File: src/twhb_pkg.sv
// Package for the three-wire handshake bus engine: beat types, codes, sizes.
// No dependencies.
`default_nettype none
package twhb_pkg;
   localparam int QueueDepth = 512;
   localparam int QAW = $clog2(QueueDepth);
   localparam int QCW = QAW + 1;

   localparam logic [1:0] ACT_TICK  = 2'd0;
   localparam logic [1:0] ACT_PUSH  = 2'd1;
   localparam logic [1:0] ACT_CLOSE = 2'd2;

   localparam logic [1:0] ST_OK      = 2'd0;
   localparam logic [1:0] ST_BUSY    = 2'd1;
   localparam logic [1:0] ST_TIMEOUT = 2'd2;

   localparam logic [2:0] REG_HALF    = 3'd0;
   localparam logic [2:0] REG_TIMEOUT = 3'd1;
   localparam logic [2:0] REG_POLL    = 3'd2;
   localparam logic [2:0] REG_LIMIT   = 3'd3;
   localparam logic [2:0] REG_GAP     = 3'd4;
   localparam logic [2:0] REG_RXEN    = 3'd5;

   typedef enum logic [3:0] {
      M_IDLE, M_ARB1, M_ARB2, M_TX_DATA, M_TX_LOW, M_TX_HIGH, M_TX_CLK,
      M_TX_GAP, M_RX_LOW, M_RX_HOLD, M_RX_HIGH
   } mode_type;

   typedef struct packed {
      logic [1:0] action;
      logic       busy_level;
      logic       clock_level;
      logic       data_level;
      logic [7:0] send_byte;
   } req_type;

   typedef struct packed {
      logic       busy_drive_low;
      logic       clock_drive_low;
      logic       data_drive_low;
      logic       received_valid;
      logic [7:0] received_byte;
      logic       frame_done;
      logic [1:0] frame_status;
      logic [9:0] frame_sent_count;
      logic       queue_dropped;
   } rsp_type;

   typedef struct packed {
      logic [7:0]  half_bit_ticks;
      logic [15:0] handshake_timeout_ticks;
      logic [7:0]  idle_poll_ticks;
      logic [7:0]  idle_poll_limit;
      logic [7:0]  byte_gap_ticks;
      logic        receive_enable;
   } cfg_type;

   // queue status handed from front to back each beat
   typedef struct packed {
      logic [QCW-1:0] fill;
      logic [7:0]     head_byte;
   } qstat_type;

   function automatic logic [15:0] load_wait(input logic [15:0] n);
      return (n != 16'd0) ? n - 16'd1 : 16'd0;
   endfunction
endpackage
`default_nettype wire

File: src/twhb_queue.sv
// Front part: transmit byte queue with registered head read.
// Depends on twhb_pkg.
`default_nettype none
module twhb_queue (
   input  wire logic                  clock,
   input  wire logic                  reset,
   input  wire logic                  push,
   input  wire logic [7:0]            push_byte,
   input  wire logic [twhb_pkg::QCW-1:0] pop_count,
   output logic                       dropped,
   output twhb_pkg::qstat_type        stat
);
   logic [7:0] mem [twhb_pkg::QueueDepth];
   logic [twhb_pkg::QAW-1:0] head_ff, head_in, tail_ff;
   logic [twhb_pkg::QCW-1:0] fill_ff, fill_in;
   logic [7:0] rd_ff;
   logic       do_push;
   logic [twhb_pkg::QAW:0] hsum;

   assign do_push = push && (fill_ff < twhb_pkg::QCW'(twhb_pkg::QueueDepth));
   assign dropped = push && !do_push;
   assign hsum = {1'b0, head_ff} + pop_count;
   always_comb begin
      if (hsum >= (twhb_pkg::QAW+1)'(twhb_pkg::QueueDepth))
         head_in = twhb_pkg::QAW'(hsum - (twhb_pkg::QAW+1)'(twhb_pkg::QueueDepth));
      else
         head_in = hsum[twhb_pkg::QAW-1:0];
      fill_in = fill_ff - pop_count + twhb_pkg::QCW'(do_push);
   end

   always_ff @(posedge clock) begin
      if (reset) begin
         head_ff <= '0;
         tail_ff <= '0;
         fill_ff <= '0;
      end else begin
         head_ff <= head_in;
         fill_ff <= fill_in;
         if (do_push)
            tail_ff <= (tail_ff == twhb_pkg::QAW'(twhb_pkg::QueueDepth - 1)) ? '0
                       : tail_ff + 1'b1;
      end
   end

   // read-ahead: next head byte is registered from head_in; bypass a push to empty slot
   always_ff @(posedge clock) begin
      if (do_push) mem[tail_ff] <= push_byte;
      if (do_push && tail_ff == head_in) rd_ff <= push_byte;
      else rd_ff <= mem[head_in];
   end

   assign stat.fill = fill_ff;
   assign stat.head_byte = rd_ff;
endmodule
`default_nettype wire

File: src/twhb_engine.sv
// Back part: tick-driven line engine for arbitration, transmit and receive.
// Depends on twhb_pkg.
`default_nettype none
module twhb_engine (
   input  wire logic                 clock,
   input  wire logic                 reset,
   input  wire logic                 tick,
   input  wire logic                 close,
   input  wire logic                 busy,
   input  wire logic                 clk,
   input  wire logic                 dat,
   input  wire twhb_pkg::cfg_type    cfg,
   input  wire twhb_pkg::qstat_type  qs,
   output logic [twhb_pkg::QCW-1:0]  pop_count,
   output logic [2:0]                drv,
   output logic                      rx_valid,
   output logic [7:0]                rx_byte,
   output logic                      done,
   output logic [1:0]                status,
   output logic [9:0]                count
);
   twhb_pkg::mode_type mode_ff, mode_in;
   logic [3:0]  bit_ff, bit_in;
   logic [7:0]  sh_ff, sh_in, poll_ff, poll_in;
   logic [15:0] wt_ff, wt_in;
   logic [twhb_pkg::QCW-1:0] rem_ff, rem_in;
   logic [9:0]  sent_ff, sent_in;
   logic        pend_ff, pend_in, pb_ff, pb_in;
   logic [2:0]  drv_ff, drv_in;   // {data, clk, busy}
   logic [twhb_pkg::QCW-1:0] fill_now;
   logic [twhb_pkg::QCW-1:0] pop_v;
   logic        fin;
   logic [1:0]  fst;
   logic        tmo;

   assign tmo = wt_ff >= cfg.handshake_timeout_ticks;

   always_comb begin
      mode_in = mode_ff; bit_in = bit_ff; sh_in = sh_ff; poll_in = poll_ff;
      wt_in = wt_ff; rem_in = rem_ff; sent_in = sent_ff; pend_in = pend_ff;
      pb_in = pb_ff; drv_in = drv_ff;
      pop_v = '0; fin = 1'b0; fst = twhb_pkg::ST_OK;
      rx_valid = 1'b0; rx_byte = 8'd0;
      fill_now = qs.fill;
      if (close) pend_in = 1'b1;
      if (tick) begin
         pb_in = busy;
         case (mode_ff)
            twhb_pkg::M_IDLE: begin
               if (cfg.receive_enable && pb_ff && !busy) begin
                  sh_in = '0; bit_in = '0; wt_in = '0; drv_in = 3'b001;
                  mode_in = twhb_pkg::M_RX_LOW;
               end else if (pend_ff) begin
                  pend_in = 1'b0;
                  if (fill_now != '0) begin
                     rem_in = fill_now; sent_in = '0; poll_in = '0;
                     if (busy && clk) begin
                        mode_in = twhb_pkg::M_ARB2;
                        wt_in = twhb_pkg::load_wait({8'd0, cfg.idle_poll_ticks});
                     end else if (cfg.idle_poll_limit == 8'd0) begin
                        fin = 1'b1; fst = twhb_pkg::ST_BUSY;
                     end else begin
                        mode_in = twhb_pkg::M_ARB1; poll_in = 8'd1;
                        wt_in = twhb_pkg::load_wait({8'd0, cfg.idle_poll_ticks});
                     end
                  end
               end
            end
            twhb_pkg::M_ARB1, twhb_pkg::M_ARB2: begin
               if (wt_ff != '0) wt_in = wt_ff - 1'b1;
               else if (busy && clk) begin
                  if (mode_ff == twhb_pkg::M_ARB1) begin
                     mode_in = twhb_pkg::M_ARB2; poll_in = '0;
                     wt_in = twhb_pkg::load_wait({8'd0, cfg.idle_poll_ticks});
                  end else if (rem_ff == '0 || fill_now == '0) begin
                     drv_in = drv_ff | 3'b001; fin = 1'b1;
                  end else begin
                     sh_in = qs.head_byte; bit_in = '0; wt_in = '0; drv_in = 3'b001;
                     mode_in = twhb_pkg::M_TX_DATA;
                  end
               end else if (poll_ff >= cfg.idle_poll_limit) begin
                  fin = 1'b1; fst = twhb_pkg::ST_BUSY;
               end else begin
                  poll_in = poll_ff + 1'b1;
                  wt_in = twhb_pkg::load_wait({8'd0, cfg.idle_poll_ticks});
               end
            end
            twhb_pkg::M_TX_DATA: begin
               if (dat) begin
                  drv_in = {~sh_ff[7], 2'b11};
                  wt_in = twhb_pkg::load_wait({8'd0, cfg.half_bit_ticks});
                  mode_in = twhb_pkg::M_TX_LOW;
               end else if (tmo) begin
                  fin = 1'b1; fst = twhb_pkg::ST_TIMEOUT;
               end else wt_in = wt_ff + 1'b1;
            end
            twhb_pkg::M_TX_LOW: begin
               if (wt_ff != '0) wt_in = wt_ff - 1'b1;
               else begin
                  drv_in = drv_ff & 3'b101;
                  if (bit_ff >= 4'd7) begin
                     wt_in = '0; mode_in = twhb_pkg::M_TX_CLK;
                  end else begin
                     wt_in = twhb_pkg::load_wait({8'd0, cfg.half_bit_ticks});
                     mode_in = twhb_pkg::M_TX_HIGH;
                  end
               end
            end
            twhb_pkg::M_TX_HIGH, twhb_pkg::M_TX_CLK: begin
               if (mode_ff == twhb_pkg::M_TX_HIGH && wt_ff != '0) wt_in = wt_ff - 1'b1;
               else begin
                  // high phase expired: a low clk enters M_TX_CLK with the wait timer at one
                  if (clk) begin
                     if (bit_ff >= 4'd7) begin
                        drv_in = 3'b010;
                        if (fill_now != '0) pop_v = twhb_pkg::QCW'(1);
                        if (rem_ff != '0) rem_in = rem_ff - 1'b1;
                        sent_in = sent_ff + 1'b1;
                        wt_in = twhb_pkg::load_wait({8'd0, cfg.byte_gap_ticks});
                        mode_in = twhb_pkg::M_TX_GAP;
                     end else begin
                        bit_in = bit_ff + 1'b1;
                        sh_in = {sh_ff[6:0], 1'b0};
                        drv_in = {~sh_ff[6], 2'b11};
                        wt_in = twhb_pkg::load_wait({8'd0, cfg.half_bit_ticks});
                        mode_in = twhb_pkg::M_TX_LOW;
                     end
                  end else begin
                     mode_in = twhb_pkg::M_TX_CLK;
                     if (mode_ff == twhb_pkg::M_TX_HIGH) wt_in = 16'd1;
                     else if (tmo) begin
                        fin = 1'b1; fst = twhb_pkg::ST_TIMEOUT;
                     end else wt_in = wt_ff + 1'b1;
                     // fresh from high phase: timer 0 compared against timeout
                     if (mode_ff == twhb_pkg::M_TX_HIGH &&
                         cfg.handshake_timeout_ticks == 16'd0) begin
                        fin = 1'b1; fst = twhb_pkg::ST_TIMEOUT;
                     end
                  end
               end
            end
            twhb_pkg::M_TX_GAP: begin
               if (wt_ff != '0) wt_in = wt_ff - 1'b1;
               else if (rem_ff != '0 && fill_now != '0) begin
                  sh_in = qs.head_byte; bit_in = '0; wt_in = '0; drv_in = 3'b001;
                  mode_in = twhb_pkg::M_TX_DATA;
               end else fin = 1'b1;
            end
            twhb_pkg::M_RX_LOW: begin
               if (!clk) begin
                  drv_in = 3'b011;
                  wt_in = twhb_pkg::load_wait({8'd0, cfg.half_bit_ticks});
                  mode_in = twhb_pkg::M_RX_HOLD;
               end else if (tmo) begin
                  drv_in = 3'b100; mode_in = twhb_pkg::M_IDLE;
               end else wt_in = wt_ff + 1'b1;
            end
            twhb_pkg::M_RX_HOLD: begin
               if (wt_ff != '0) wt_in = wt_ff - 1'b1;
               else begin
                  sh_in = {sh_ff[6:0], dat}; drv_in = 3'b001; wt_in = '0;
                  mode_in = twhb_pkg::M_RX_HIGH;
               end
            end
            twhb_pkg::M_RX_HIGH: begin
               if (clk) begin
                  if (bit_ff >= 4'd7) begin
                     rx_valid = 1'b1; rx_byte = sh_ff;
                     drv_in = 3'b100; mode_in = twhb_pkg::M_IDLE;
                  end else begin
                     bit_in = bit_ff + 1'b1; wt_in = '0;
                     mode_in = twhb_pkg::M_RX_LOW;
                  end
               end else if (tmo) begin
                  drv_in = 3'b100; mode_in = twhb_pkg::M_IDLE;
               end else wt_in = wt_ff + 1'b1;
            end
            default: begin
               drv_in = 3'b100; mode_in = twhb_pkg::M_IDLE;
            end
         endcase
      end
      if (fin) begin
         if (fst != twhb_pkg::ST_BUSY) drv_in = 3'b100;
         // discard what is left of the frame (after any pop this beat)
         if ((fill_now - pop_v) < rem_in) pop_v = fill_now;
         else pop_v = pop_v + rem_in;
         rem_in = '0; mode_in = twhb_pkg::M_IDLE;
      end
      pop_count = pop_v;
      done = fin;
      status = fin ? fst : twhb_pkg::ST_OK;
      count = fin ? sent_in : 10'd0;
      drv = drv_in;
   end

   always_ff @(posedge clock) begin
      if (reset) begin
         mode_ff <= twhb_pkg::M_IDLE; bit_ff <= '0; sh_ff <= '0; wt_ff <= '0;
         poll_ff <= '0; rem_ff <= '0; sent_ff <= '0; pend_ff <= 1'b0;
         pb_ff <= 1'b1; drv_ff <= 3'b100;
      end else begin
         mode_ff <= mode_in; bit_ff <= bit_in; sh_ff <= sh_in; wt_ff <= wt_in;
         poll_ff <= poll_in; rem_ff <= rem_in; sent_ff <= sent_in;
         pend_ff <= pend_in; pb_ff <= pb_in; drv_ff <= drv_in;
      end
   end
endmodule
`default_nettype wire

File: src/three_wire_handshake_bus_engine.sv
// Top level of the three-wire handshake bus engine.
// Depends on twhb_pkg, twhb_queue and twhb_engine.
//
// Usage:
//   req channel: one beat per item; action tick carries sampled busy, clock
//   and data levels (one 5 us tick), push/close beats queue send_byte.
//   rsp channel: exactly one beat per req beat, in order, giving the line
//   drives, a received byte, and frame completion with status and count.
//   csr port: APB-style, six registers at 4*i, pready tied high; write only
//   while idle.
// Throughput: one beat per cycle while req_ready is high. The engine state update and the queue
//   head read (a registered memory port, read ahead) set this.
// Reset: synchronous; engine idle, queue empty, data driven low, registers
//   at their defaults. The queue memory itself is not cleared.
// Stall: a rsp register plus one skid entry hold results; req_ready drops
//   only when both are full, so the engine never loses a result.
`default_nettype none
module three_wire_handshake_bus_engine (
   input  wire logic                clock,
   input  wire logic                reset,
   input  wire logic                req_valid,
   output logic                     req_ready,
   input  wire twhb_pkg::req_type   req_data,
   output logic                     rsp_valid,
   input  wire logic                rsp_ready,
   output twhb_pkg::rsp_type        rsp_data,
   input  wire logic                psel,
   input  wire logic                penable,
   input  wire logic                pwrite,
   input  wire logic [4:0]          paddr,
   input  wire logic [31:0]         pwdata,
   output logic [31:0]              prdata,
   output logic                     pready
);
   twhb_pkg::cfg_type cfg_ff;
   twhb_pkg::qstat_type qs;
   twhb_pkg::rsp_type res, skid_ff;
   logic skid_vld_ff, acc, is_tick, is_push, is_close, dropped, wr;
   logic [twhb_pkg::QCW-1:0] pop;
   logic [2:0] drv, rsel;
   logic rxv, dn;
   logic [7:0] rxb;
   logic [1:0] st;
   logic [9:0] cnt;

   assign pready = 1'b1;
   assign rsel = paddr[4:2];
   assign wr = psel && penable && pwrite;

   // register file
   always_ff @(posedge clock) begin
      if (reset) begin
         cfg_ff <= '{8'd5, 16'd2000, 8'd10, 8'd200, 8'd20, 1'b1};
      end else if (wr) begin
         case (rsel)
            twhb_pkg::REG_HALF:    cfg_ff.half_bit_ticks <= pwdata[7:0];
            twhb_pkg::REG_TIMEOUT: cfg_ff.handshake_timeout_ticks <= pwdata[15:0];
            twhb_pkg::REG_POLL:    cfg_ff.idle_poll_ticks <= pwdata[7:0];
            twhb_pkg::REG_LIMIT:   cfg_ff.idle_poll_limit <= pwdata[7:0];
            twhb_pkg::REG_GAP:     cfg_ff.byte_gap_ticks <= pwdata[7:0];
            twhb_pkg::REG_RXEN:    cfg_ff.receive_enable <= pwdata[0];
            default: ;
         endcase
      end
   end

   always_comb begin
      case (rsel)
         twhb_pkg::REG_HALF:    prdata = {24'd0, cfg_ff.half_bit_ticks};
         twhb_pkg::REG_TIMEOUT: prdata = {16'd0, cfg_ff.handshake_timeout_ticks};
         twhb_pkg::REG_POLL:    prdata = {24'd0, cfg_ff.idle_poll_ticks};
         twhb_pkg::REG_LIMIT:   prdata = {24'd0, cfg_ff.idle_poll_limit};
         twhb_pkg::REG_GAP:     prdata = {24'd0, cfg_ff.byte_gap_ticks};
         twhb_pkg::REG_RXEN:    prdata = {31'd0, cfg_ff.receive_enable};
         default:               prdata = 32'd0;
      endcase
   end

   // accept while the skid entry is free
   assign req_ready = !skid_vld_ff;
   assign acc = req_valid && req_ready;
   assign is_tick  = acc && req_data.action == twhb_pkg::ACT_TICK;
   assign is_push  = acc && (req_data.action == twhb_pkg::ACT_PUSH ||
                             req_data.action == twhb_pkg::ACT_CLOSE);
   assign is_close = acc && req_data.action == twhb_pkg::ACT_CLOSE;

   twhb_queue u_queue (
      .clock(clock), .reset(reset), .push(is_push), .push_byte(req_data.send_byte),
      .pop_count(pop), .dropped(dropped), .stat(qs)
   );

   twhb_engine u_engine (
      .clock(clock), .reset(reset), .tick(is_tick), .close(is_close),
      .busy(req_data.busy_level), .clk(req_data.clock_level),
      .dat(req_data.data_level), .cfg(cfg_ff), .qs(qs), .pop_count(pop),
      .drv(drv), .rx_valid(rxv), .rx_byte(rxb), .done(dn), .status(st), .count(cnt)
   );

   assign res = '{drv[0], drv[1], drv[2], rxv, rxb, dn, st, cnt, dropped};

   // output register with one skid entry
   always_ff @(posedge clock) begin
      if (reset) begin
         rsp_valid <= 1'b0;
         skid_vld_ff <= 1'b0;
      end else begin
         if (!rsp_valid || rsp_ready) begin
            if (skid_vld_ff) begin
               rsp_valid <= 1'b1; rsp_data <= skid_ff; skid_vld_ff <= 1'b0;
            end else begin
               rsp_valid <= acc; rsp_data <= res;
            end
         end else if (acc) begin
            skid_vld_ff <= 1'b1; skid_ff <= res;
         end
      end
   end
endmodule
`default_nettype wire

File: config.mk
export PLATFORM = sky130hd
export DESIGN_NAME = three_wire_handshake_bus_engine
export DESIGN_NICKNAME = d
export VERILOG_FILES = /design/src/twhb_pkg.sv /design/src/twhb_queue.sv /design/src/twhb_engine.sv /design/src/three_wire_handshake_bus_engine.sv
export SDC_FILE = /design/constraint.sdc
export NUM_CORES = 2
export LEC_CHECK = 0
export BUFFER_PORTS_ARGS = -buffer_cell sky130_fd_sc_hd__clkbuf_2
export CAP_MARGIN = 20
export CORE_MARGIN = 2
export CORE_UTILIZATION = 30
export DETAILED_ROUTE_END_ITERATION = 12
export SLEW_MARGIN = 10
export SYNTH_ARGS = -nofsm -noshare
export SYNTH_HDL_FRONTEND = slang
export SYNTH_SLANG_ARGS = --single-unit
export TNS_END_PERCENT = 50
File: constraint.sdc
create_clock -name clock -period 16.6 [get_ports clock]
set_input_delay 4.15 -clock clock [delete_from_list [all_inputs] [get_ports clock]]
set_output_delay 4.15 -clock clock [all_outputs]
set_load 0.03 [all_outputs]
---- After elaboration in Yosys (flattened, before gate mapping) ----
Memories as Yosys holds them, arrays and structs flattened. A register that Yosys moved wholly into a read port is not among the register bits.
Index checks and enable logic that the tools add are counted.
cells by class
  equal/unequal tests ..................... 45
  $lt $le $gt $ge ......................... 6
  multiplexer cells ....................... 188
  reductions and logical operators ........ 55
  add/sub/neg operators ................... 16
  bitwise operators ....................... 4
operator list
  kind                     count
  $mux W16                 27
  $mux W10                 23
  $mux W8                  23
  $pmux W16 S9             1
  $mux W4                  29
  $pmux W16 S6             1
  $mux W3                  19
  $pmux W10 S2             2
  $pmux W8 S5              1
  $mux W2                  18
  $pmux W4 S9              1
  $mux W1                  35
  $pmux W3 S9              1
  $sub A8 B1 Y9 const B    3
  $mux W26                 1
  $reduce_and A13 Y1       2
  $reduce_bool A8 Y1       3
  $ne A2 B2 Y1 const B     11
  $logic_not A10 Y1        2
  $pmux W4 S5              1
  $reduce_bool A10 Y1      2
  $sub A10 B10 Y10         2
  $mux W9                  2
  $add A16 B1 Y16 const B  1
  other kinds (54)         103
storage, ports and cells
  register bits after elaboration ......... 196
  RAM bits ................................ 4096
  memories ................................ 1
  output and inout bits ................... 61
  logic and storage cells ................. 354
  bits of input ports ..................... 57
memory list
  memory       words  width  read ports  clocked after Yosys merged registers in  write ports  line              source
  u_queue.mem  512    8      1           1                                        1            twhb_queue.sv:13  logic [7:0] mem [twhb_pkg::QueueDepth];

---- Logic depth before layout (Yosys ltp) ----
  word-level depth ........................ 14
  gate-level depth with buffers ........... 38
  mapped depth without buffers ............ 35

---- Hierarchy ----
A second synthesis with hierarchy kept.
unflattened totals
  cell total of the unflattened synthesis .. 9074
  area, all modules ....................... 173234.9 sq um
modules (own cells, without submodules)
  module                           sequential area each (sq um)  area each (sq um)  times used  cells each
  twhb_queue                       123738.7                      160924.3           1           7551
  twhb_engine                      1301.2                        7722.4             1           1119
  three_wire_handshake_bus_engine  2582.5                        4588.2             1           404

---- Worst setup path before layout ----
Ideal clock, no wire load.
  kind .................................... in2reg
  start point ............................. in req_data[11] (netlist bit)
  end point ............................... reg u_queue.head_ff[8] (netlist bit)
  data required time ...................... 16.485 ns
  stages .................................. 38
  buffers on the path ..................... 4
  path slack .............................. 5.677 ns
  arrival ................................. 10.808 ns
  library setup time ...................... 0.115 ns
  cells stage by stage .................... inv_1 > ha_1 > and3b_1 > clkbuf_1 > nand3_1 > clkbuf_1 > nor3_1 > and2_1 > ha_1 > ha_1 > nand2_1 > nor3_1 > xor2_1 > ha_1 > a2111oi_0 > o21ai_0 > a311oi_1 > nor2_1 > [2 not listed] > buf_2 > buf_1 > nor2_1 > a21oi_1 > o21bai_1 > ha_1 > inv_1 > fa_1 > nor2b_1 > o21ai_0 > a21boi_0 > o21ai_0 > a21oi_1 > xnor2_1 > nor3_1 > a311o_1 > or3_1 > and2_1
between the ends
  cells in the longest elaborated chain, start to end .. 10
  elaborated cells on any way between the ends .. 14
  classes of those cells .................. add/sub (4); order compare (2); mux (6); reduce/logical (2)
ends and longest elaborated chain
  item                                             line                                   source
  start: declaration                               three_wire_handshake_bus_engine.sv:23  input wire twhb_pkg::req_type req_data,
  $logic_not A2 Y1 (*)                             three_wire_handshake_bus_engine.sv:82  assign is_tick = acc && req_data.action == twhb_pkg::ACT_TICK;
  $logic_and A1 B1 Y1 (*)                          three_wire_handshake_bus_engine.sv:82
  $mux W10                                         twhb_engine.sv:46                      if (tick) begin
  $sub A10 B10 Y10                                 twhb_engine.sv:186                     if ((fill_now - pop_v) < rem_in) pop_v = fill_now;
  $lt A10 B10 Y1                                   twhb_engine.sv:186
  $mux W10                                         twhb_engine.sv:186
  $mux W10 (*)                                     twhb_engine.sv:183                     if (fin) begin
  $add A9 B10 Y10 (*)                              twhb_queue.sv:22                       assign hsum = {1'b0, head_ff} + pop_count;
  $sub A9 B1 Y9 or $ge A10 B10 Y1 (tied branches)  twhb_queue.sv:25, twhb_queue.sv:24
  $mux W9 (*)                                      twhb_queue.sv:24                       if (hsum >= (twhb_pkg::QAW+1)'(twhb_pkg::QueueDepth))
  net u_queue.head_in (one bit)                    twhb_queue.sv:14                       logic [twhb_pkg::QAW-1:0] head_ff, head_in, tail_ff;
  end signal: assignment                           twhb_queue.sv:37                       head_ff <= head_in;
  end: declaration                                 twhb_queue.sv:14
Mark *: on every way through the listed nets, which the timed path passes. The rest lies on a longest branch.
A chain may end at the register's enable or synchronous reset.

---- Worst setup path after layout ----
Same ends and word-level chain as after synthesis.

==> flow_summary.yaml <==
setup_path:
  critical_path_arrival_ns: 12.66
  cp_data_required_time_ns: 17.47
  critPathSlowestCell: "nand3_1"
  end_kind: "register"
  slowest_delay_ns: 0.70
  crit_path_start_kind: "primary input"
  path_max_fanout: 23
  cp_common_cell: "ha_1"
  crit_type: "in -> reg"
timing:
  max_slew.worst_pin.slew_ns: 1.419
  finalSetupTns_ns: 0
  period_needed_ns: 11.79
  rsz0062_at_grt: "false"
  relSlewSlack_pct: 5.368
  hold_viol: 0
  fin_skew_ns: 0.1290
  finalSetupViolations: 0
  fin_hold_ws_ns: 0.4780
  finalCritPeriodShare_pct: 71.03
  timing.final.ws_setup_ns: 4.809
  clock.fmax_mhz: 84.81
  drv_slew: 0
global_routing:
  grt_pass1_vias: 83120
  grt_first_pass_wirelength_microns: 596500
  grt_max_degree: 184
  grt_usage_pct: 13.92
  antenna_found_initial: 25
  grt_overflow_total: 0
cts:
  clkLatencyLatePin_ns: 1.03
  cts_hold_buf: 0
  clock-sinks: 4301
  cts_buffer_depth: 4
  clk_pin_slew_worst_paths_ns: 0.06
  numCtsBuffers: 415
  cts_resized: 0
  htreeDepth: 5
  clockRootBuffer: "clkbuf_16"
  cts_tree: "built"
  cts_setup_buffers: 0
drt:
  vias: 82290
  viasPerCell: 5.092
  firstDrtPassIters: 6
  drc: 0
  drtIter0Drc: 9657
  avgRoutedWirePerCell_microns: 25.52
  antenna_left: 0
  routed_wl_microns: 412400
logic_synthesis:
  netlist_instances: 8121
  async_flop_share_pct: 0
  netlist_area_sq_um: 170800
  ys_ff_latch: 4301
  synth_cell_type_count: 89
  yosysWarnings: 0
  ys_seq_area_share_pct: 74.72
  synth_edf_count: 4148
  avgSynthCellArea_sq_um: 21.03
  synthFlopType: "edfxtp_1"
power:
  leakage_nw: 56.70
  ir_drop_v: 0.00009662
  power.density_nw_per_um2: 112.3
die:
  die_area_sq_um: 575400
  initial_utilization_pct: 30.07
  chipHeight_microns: 758.5
  coreArea_sq_um: 568000
  dieWidth_microns: 758.5
  io_pins: 118
  rows: 277
job:
  maxCapViolCount: 0
cells_and_area:
  fin_util_pct: 34.08
  fin_area_sq_um: 193600
  area_growth_pct: 13.36
  final_nets: 8409
  drive_gt1_share_pct: 25.97
placement:
  dpl_worst_slack_ns: 3.963
  gp_congestion: 0.8460
  place_hpwl_microns: 248000
  placed_cell_area_sq_um: 180200
  port_buffers: 82
min_path:
  hp-class: "reg -> reg"
outcome:
  status: "finished clean"
[flip-flops by register name, summed over array words and instances, names as in the netlist, 8 cells and up, named ones only]
register          cells
skid_ff              26
u_queue.mem        4096
u_queue.tail_ff       9
u_engine.sh_ff        8
rsp_data             26
cfg_ff               49
u_engine.poll_ff      8
u_queue.head_ff       9
u_queue.fill_ff      10
u_engine.wt_ff       16
u_engine.sent_ff     10
u_engine.rem_ff      10
[routing by layer]
| layer | wire length, microns | GRT usage [%] |
|---|---|---|
| met5 | 62 | 0 |
| met1 | 172600 | 19.52 |
| met2 | 197300 | 22.56 |
| met4 | 9986 | 3.297 |
| met3 | 32440 | 2.505 |
[per-stage QoR]
| step | cells | power (mW) |
|---|---|---|
| global placement | 15370 | 12.69 |
| detailed placement | 15380 | 12.71 |
| finish | 16160 | 21.75 |
| floorplan | 8136 | 12.41 |
| global route | 16160 | 22.37 |
| CTS | 16150 | 21.91 |
[final timing paths]
kind / from / end / slack, ns / cells after the start
worst max-delay path: req_data[11] / u_queue.head_ff[8] / 4.81 / 36
worst min-delay path: u_queue.head_ff[0] / register / 0.48 / 1
worst max register to register: u_engine.mode_ff[0] / u_queue.head_ff[8] / 7.55 / 33
worst min register to register: u_queue.head_ff[0] / register / 0.48 / 1
[report_power, final]
part	switching, mW	internal [mW]
Sequential	0.0245	11.9
Clock	4.11	5.16
Combinational	0.409	0.136
Total	4.54	17.2
[cell families (layout without fill, tap and decap cells)]
kind of cell               after synthesis  count (layout)  share of synthesized area (%)
xor gates and xnor gates                60              60                         0.3077
and+or+nand+nor                       1258            1258                          3.214
adders and majority gates               81              81                         0.6022
AOI/OAI and AO/OA                      422             422                          1.632
buffers and inverters                  574            1063                          1.310
other                                    2              19                       0.004397
muxes                                 1423            1423                          18.21
DFF                                   4301            4301                          74.72
[layout make-up]
| cell class | count | area (sq um) |
|---|---|---|
| fillers | 52180 | 374400 |
| repair buffers | 214 | 1744 |
| multi-input cells | 3261 | 41160 |
| clock inverters | 285 | 2631 |
| flip-flops and latches | 4301 | 127600 |
| inverters | 78 | 292.8 |
| diodes | 2 | 5.005 |
| clock buffers | 486 | 10700 |
| well taps | 7533 | 9425 |
[cells in the final DEF (no fill, tap or decap), drive strengths merged, types with 21 or more instances in the layout]
cell type     n
a21o         33
a21oi       115
a22oi        22
and2         30
buf         141
bufinv       34
clkbuf      559
clkinv      224
dfxtp       153
edfxtp     4148
ha           79
inv          86
mux2         21
mux2i        58
mux4       1344
nand2       237
nand3        44
nor2        716
nor2b        25
nor3         58
nor4         24
o211ai       42
o21ai        78
xnor2        34
xor2         26
[synthesized netlist by cell type, types with 6 or more instances]
cell | number | area [sq um]
nor2b_1 | 25 | 156.4
inv_1 | 78 | 292.8
buf_4 | 17 | 127.6
o211ai_1 | 42 | 315.3
a22oi_1 | 22 | 165.2
nand2b_1 | 20 | 125.1
a21o_1 | 32 | 240.2
buf_1 | 131 | 491.7
nor3b_1 | 13 | 97.59
clkbuf_1 | 343 | 1287
and2_1 | 28 | 175.2
and4_1 | 6 | 52.55
a21oi_1 | 115 | 575.6
and3_1 | 17 | 106.4
o21ai_0 | 72 | 360.4
nand3_1 | 44 | 220.2
mux2i_1 | 57 | 570.6
or4_1 | 8 | 60.06
xnor2_1 | 34 | 297.8
mux4_2 | 1344 | 30270
o22ai_1 | 20 | 125.1
nand3b_1 | 11 | 82.58
nand4_1 | 14 | 87.58
o21ai_1 | 6 | 30.03
o32ai_1 | 7 | 61.31
dfxtp_1 | 153 | 3063
edfxtp_1 | 4148 | 124600
o221ai_1 | 8 | 70.07
nor3_1 | 58 | 290.3
a311oi_1 | 6 | 52.55
o21a_1 | 6 | 45.04
xor2_1 | 26 | 227.7
a221oi_1 | 7 | 61.31
mux2_2 | 21 | 236.5
or3_1 | 11 | 68.82
nor2_1 | 715 | 2684
nand2_1 | 237 | 889.6
nor4_1 | 24 | 150.1
a211oi_1 | 12 | 90.09
a31oi_1 | 11 | 68.82
ha_1 | 79 | 988.5
[worst max-delay path, delay by kind of cell]
kind / cells / cell delay (ns)
and+or+nand+nor: 13 / 3.62
adders and majority gates: 6 / 1.54
xor gates and xnor gates: 2 / 0.39
buffers and inverters: 4 / 0.46
AOI/OAI and AO/OA: 11 / 2.48
(Power assumes the default switching activity.)
